--- config.mk ---
export PLATFORM = sky130hd
export DESIGN_NAME = skcm_store
export DESIGN_NICKNAME = d
export VERILOG_FILES = /design/src/skcm_pkg.sv /design/src/skcm_store.sv
export SDC_FILE = /design/constraint.sdc
export NUM_CORES = 2
export LEC_CHECK = 0
export BUFFER_PORTS_ARGS = -buffer_cell sky130_fd_sc_hd__buf_4
export CAP_MARGIN = 20
export CORE_MARGIN = 3
export CORE_UTILIZATION = 60
export DETAILED_ROUTE_END_ITERATION = 16
export GPL_ROUTABILITY_DRIVEN = 1
export GPL_TIMING_DRIVEN = 0
export PLACE_DENSITY = 0.76
export SYNTH_ARGS = -nofsm -noshare
export SYNTH_HDL_FRONTEND = slang
export SYNTH_MEMORY_MAX_BITS = 65536
export SYNTH_SLANG_ARGS = --single-unit
--- constraint.sdc ---
create_clock -name clk_i -period 11.5 [get_ports clk_i]
set_input_delay 1.15 -clock clk_i [delete_from_list [all_inputs] [get_ports clk_i]]
set_output_delay 1.15 -clock clk_i [all_outputs]
set_load 0.02 [all_outputs]
--- src/skcm_pkg.sv ---
// ----------------------------------------------------------------------------
// skcm_pkg: shared constants and types for the sorted key-count merger
// Holds default sizes, the port field widths and the sequencer states.
// ----------------------------------------------------------------------------
package skcm_pkg;

  localparam int unsigned DefDepth     = 64;
  localparam int unsigned DefKeyBits   = 64;
  localparam int unsigned DefCountBits = 8;

  // Port field widths (fixed by the stream format)
  localparam int unsigned KeyW   = 64;
  localparam int unsigned CountW = 8;

  // Sequencer states, one-hot
  typedef enum logic [5:0] {
    StIdle   = 6'b000001,  // waiting for a word
    StSearch = 6'b000010,  // scanning for key position
    StShift  = 6'b000100,  // opening a slot by moving pairs up
    StWrite  = 6'b001000,  // merge or place the new pair
    StEmit   = 6'b010000,  // streaming held pairs out
    StOvf    = 6'b100000   // single overflow word out
  } state_e;

endpackage

--- src/skcm_store.sv ---
// ----------------------------------------------------------------------------
// skcm_store: pair memory (key and count) with one write and one read port
// Synchronous read: the read data is registered.
// ----------------------------------------------------------------------------
module skcm_store #(
  parameter int unsigned Depth     = skcm_pkg::DefDepth,
  parameter int unsigned KeyBits   = skcm_pkg::DefKeyBits,
  parameter int unsigned CountBits = skcm_pkg::DefCountBits,
  localparam int unsigned AddrW    = (Depth > 1) ? $clog2(Depth) : 1
) (
  input  logic                 clk_i,
  input  logic                 we_i,
  input  logic [AddrW-1:0]     waddr_i,
  input  logic [KeyBits-1:0]   wkey_i,
  input  logic [CountBits-1:0] wcount_i,
  input  logic [AddrW-1:0]     raddr_i,
  output logic [KeyBits-1:0]   rkey_o,
  output logic [CountBits-1:0] rcount_o
);

  logic [KeyBits-1:0]   key_mem [Depth];
  logic [CountBits-1:0] cnt_mem [Depth];

  // write port
  always_ff @(posedge clk_i) begin
    if (we_i) begin
      key_mem[waddr_i] <= wkey_i;
      cnt_mem[waddr_i] <= wcount_i;
    end
  end

  // registered read port
  always_ff @(posedge clk_i) begin
    rkey_o   <= key_mem[raddr_i];
    rcount_o <= cnt_mem[raddr_i];
  end

endmodule

Word level (Yosys, flattened, before mapping)

Memories as Yosys holds them, arrays and structs flattened. A register that Yosys moved wholly into a read port is not among the register bits.
Index checks and enable logic that the tools add are counted.
Widths: inputs -> output; s select.

Output and inout port bits: 72
Word-level logic and storage cells: 4
Memories: 2
Register bits: 0
Memory bits (writable): 4608

Multiplexer cells: 2

Memories:

| memory  | words | bits a word | rd ports | clocked after memory_dff | write ports | line             | source |
|---|---|---|---|---|---|---|---|
| key_mem | 64    | 64          | 1        | 1                        | 1           | skcm_store.sv:21 | `logic [KeyBits-1:0] key_mem [Depth];` |
| cnt_mem | 64    | 8           | 1        | 1                        | 1           | skcm_store.sv:22 | `logic [CountBits-1:0] cnt_mem [Depth];` |

Operators with widths:

| kind   | count |
|---|---|
| $mux 1 | 2 |

Depth between registers and ports, before layout

Word-level depth: 2
Gate-level depth with buffers: 10
Depth with buffers taken out: 5

Worst setup path after synthesis

OpenSTA, ideal clock, no wires.

Kind: input-to-reg
Start: in waddr_i[3]
End: mem cnt_mem[10][0] in the netlist's numbering, enable pin
Buffers on the path: 2
Path slack: 6.007 ns
Setup time: 0.503 ns
Data arrival time: 4.990 ns
Cell stages on the path: 4
Required time: 10.997 ns
Cell sequence: clkbuf_1 or3b_2 clkbuf_1 nor2_1

RTL lines:

| what               | line             | source |
|---|---|---|
| start: declaration | skcm_store.sv:13 | `input logic [AddrW-1:0] waddr_i,` |
| end: declaration   | skcm_store.sv:22 |  |

No word-level cell before the write port.

==> impl_metrics.ini <==
[cts]
cts-resized-gates = 0
cts_buffers = 444
postCtsSetupRepairBufs = 0
cts_hold_buf = 0
cts.sink_count = 4680
cts_root_buf = clkbuf_16
clkSlewWorstSetupHoldPaths_ns = 0.07
cts_tree = yes
htreeDepth = 5
clock_insertion_delay_worst_skew_ns = 1.02
clk_path_buf_depth = 4

[global_routing]
use_met1 = 0.477
met3_usage = 0.125
first_global_vias = 92569
antenna_found_initial = 49
grt_max_degree = 65
grt_pass1_wl_mm = 731
met2_usage = 0.507
busiest_layer = met2
grt_overflow = 0
grt_util_all_layers = 0.356

[synthesis]
yosysMostFrequentCell = edfxtp_1
yosys_warnings = 0
ys_seq_elements = 4680
synthTopCellsByArea = edfxtp_1, mux4_2, o22ai_1
netlist.area_leader.share = 0.790
syn_nets = 7549
async_flop_share = 0
seq_area_frac_synth = 0.799
netlist_instances = 7463
synth_common_cells = edfxtp_1, mux4_2, o22ai_1, clkbuf_1, nor2_1
synth_top_cell_by_area = edfxtp_1
synth_area_per_cell_um2 = 23.5
mappedNetlistArea_um2 = 175000
synth_edf_count = 4608
synth_top_flop_cell = edfxtp_1
ys_types = 34

[setup_path]
critPathMaxStageDelay_ns = 0.96
crit_path_top_delay_cell = nor4_1
arrival_ns = 5.91
worstSetupPathDepth = 10
critPathTopFamily = buffers and inverters
r2r_cells = 4
r2r-start = key_mem[17][41]
cp-startpoint = raddr_i[2]
cp-start-kind = input port
cp_common_cell = buf_2
critical_path_class = in -> reg
critPathCapture = rkey_o[41]
worst-r2r-setup-slack_ns = 9.23
worst_setup_path_end_kind = flop
worst-path-buf-inv = 5
cp_max_fo = 10
required_ns = 12.37
r2r-end = rkey_o[41]
crit_path_cell_trace = buf_4 -> buf_2 -> buf_2 -> nor2_1 -> nand2_1 -> buf_16 -> clkbuf_1 -> o22ai_1 -> nor4_1 -> o22a_1

[sta]
fin_skew_ns = 0.0708
hold_slack_ns = 0.645
worstMarginPinSlew_ns = 1.27
period_share = 0.438
hold_violations = 0
worst_slack_ns = 6.46
fin_crit_ns = 5.04
fmax_mhz = 198
fin_tns_setup_ns = 0
max-slew-margin-rel = 0.157
slew_violations = 0
final-setup-viol-count = 0
rsz0062_at_grt = no

[floorplan]
die_y_um = 546
start_util = 0.606
die_w_um = 546
die-area_um2 = 298000
core-area_um2 = 289000
placementRows = 197
io_pins = 158

[pwr]
p_per_area_nw_per_um2 = 177
ir_worst_vdd_mv = 0.151
p_leak_nw = 62.8
power_mw = 35.7

[cells_and_area]
drive_gt1_frac = 0.281
final_util = 0.696
n_fill_cell = 15917
area_growth_pct = 14.9
nets = 8404

[detailed_routing]
wl_mm = 533
drt_iter0_markers = 18247
drt_pass1_iterations = 6
drc_errors = 0
wl_per_cell_um = 42.1
via_per_inst = 7.36
num_vias = 93129
final_antenna_net_count = 0

[place]
io_buffers = 152
gp_congestion = 0.864
place_ws_ns = 5.75
dp_hpwl_mm = 344

[flow_run]
drv_cap = 0

[hold_path]
hp-class = in -> reg

[outcome]
status = finished clean
cell type report:
| class | count | area (µm²) | area share |
|---|---|---|---|
| clock inverters | 246 | 2640 | 0.0131 |
| flip-flops and latches | 4680 | 140000 | 0.695 |
| diodes | 70 | 175 | 0.000870 |
| multi-input cells | 2351 | 33600 | 0.167 |
| well taps | 3880 | 4850 | 0.0241 |
| clock buffers | 580 | 12000 | 0.0597 |
| plain buffers | 432 | 2190 | 0.0109 |
| repair buffers | 409 | 5980 | 0.0297 |
worst min path at each step:
stage                        start               to  slack (ns)  cells after the start
global route            wkey_i[49]  key_mem[30][49]        0.67                      1
global placement    key_mem[1][44]       rkey_o[44]        0.87                      5
finish                  wkey_i[49]  key_mem[30][49]        0.64                      1
CTS                     wkey_i[49]  key_mem[31][49]        0.60                      1
floorplan           key_mem[1][12]       rkey_o[12]        0.70                      5
detailed placement  key_mem[1][44]       rkey_o[44]        0.85                      5
cells in the final DEF (no fill, tap or decap), types with 41 or more instances in the layout:
| cell type | netlist | final |
|---|---|---|
| clkbuf_1 | 190 | 284 |
| o22ai_1 | 351 | 351 |
| o22a_1 | 62 | 62 |
| a22oi_1 | 50 | 50 |
| diode_2 | 0 | 70 |
| clkbuf_16 | 0 | 448 |
| nor3_1 | 62 | 62 |
| bufinv_16 | 0 | 41 |
| nor2_1 | 136 | 72 |
| buf_12 | 0 | 192 |
| mux4_2 | 1100 | 1100 |
| nor4_1 | 62 | 60 |
| clkinv_2 | 0 | 83 |
| a211oi_1 | 121 | 121 |
| buf_2 | 125 | 140 |
| dfxtp_1 | 72 | 72 |
| o221ai_1 | 72 | 72 |
| edfxtp_1 | 4608 | 4608 |
| nor2_4 | 0 | 64 |
| mux2i_1 | 118 | 118 |
| nor2b_1 | 97 | 97 |
| buf_4 | 59 | 211 |
| clkinv_1 | 0 | 84 |
power by group:
group	switching (mW)	internal (mW)
clock	6.47	8.31
sequential	0.0470	18.9
combinational	1.32	0.646
total	7.84	27.8
per-layer routing:
| metal | part of all wire | vias up |
|---|---|---|
| li1 | - | 34095 |
| met1 | 0.32 | 47882 |
| met2 | 0.44 | 9344 |
| met3 | 0.16 | 1760 |
| met4 | 0.076 | 48 |
| met5 | 0.00066 | - |
through the flow:
step,instances,instance area (µm²)
after global placement,11495,181000
after detailed placement,11742,186000
after global routing,12611,201000
final,12648,201000
after floorplan,7463,175000
after CTS,12568,201000
cell families after synthesis:
logic type / after synthesis / synth area share
flip-flops: 4680 / 0.799
AO/OA/AOI/OAI: 700 / 0.0282
multiplexers: 1218 / 0.148
buffers and inverters: 432 / 0.0124
AND/OR/NAND/NOR: 433 / 0.0126
state kept, by name, summed over array words and instances (netlist names):
register and cells:
rcount_o 8, key_mem 4096, rkey_o 64, cnt_mem 512
Note: power is estimated with default switching activity, not from simulation.
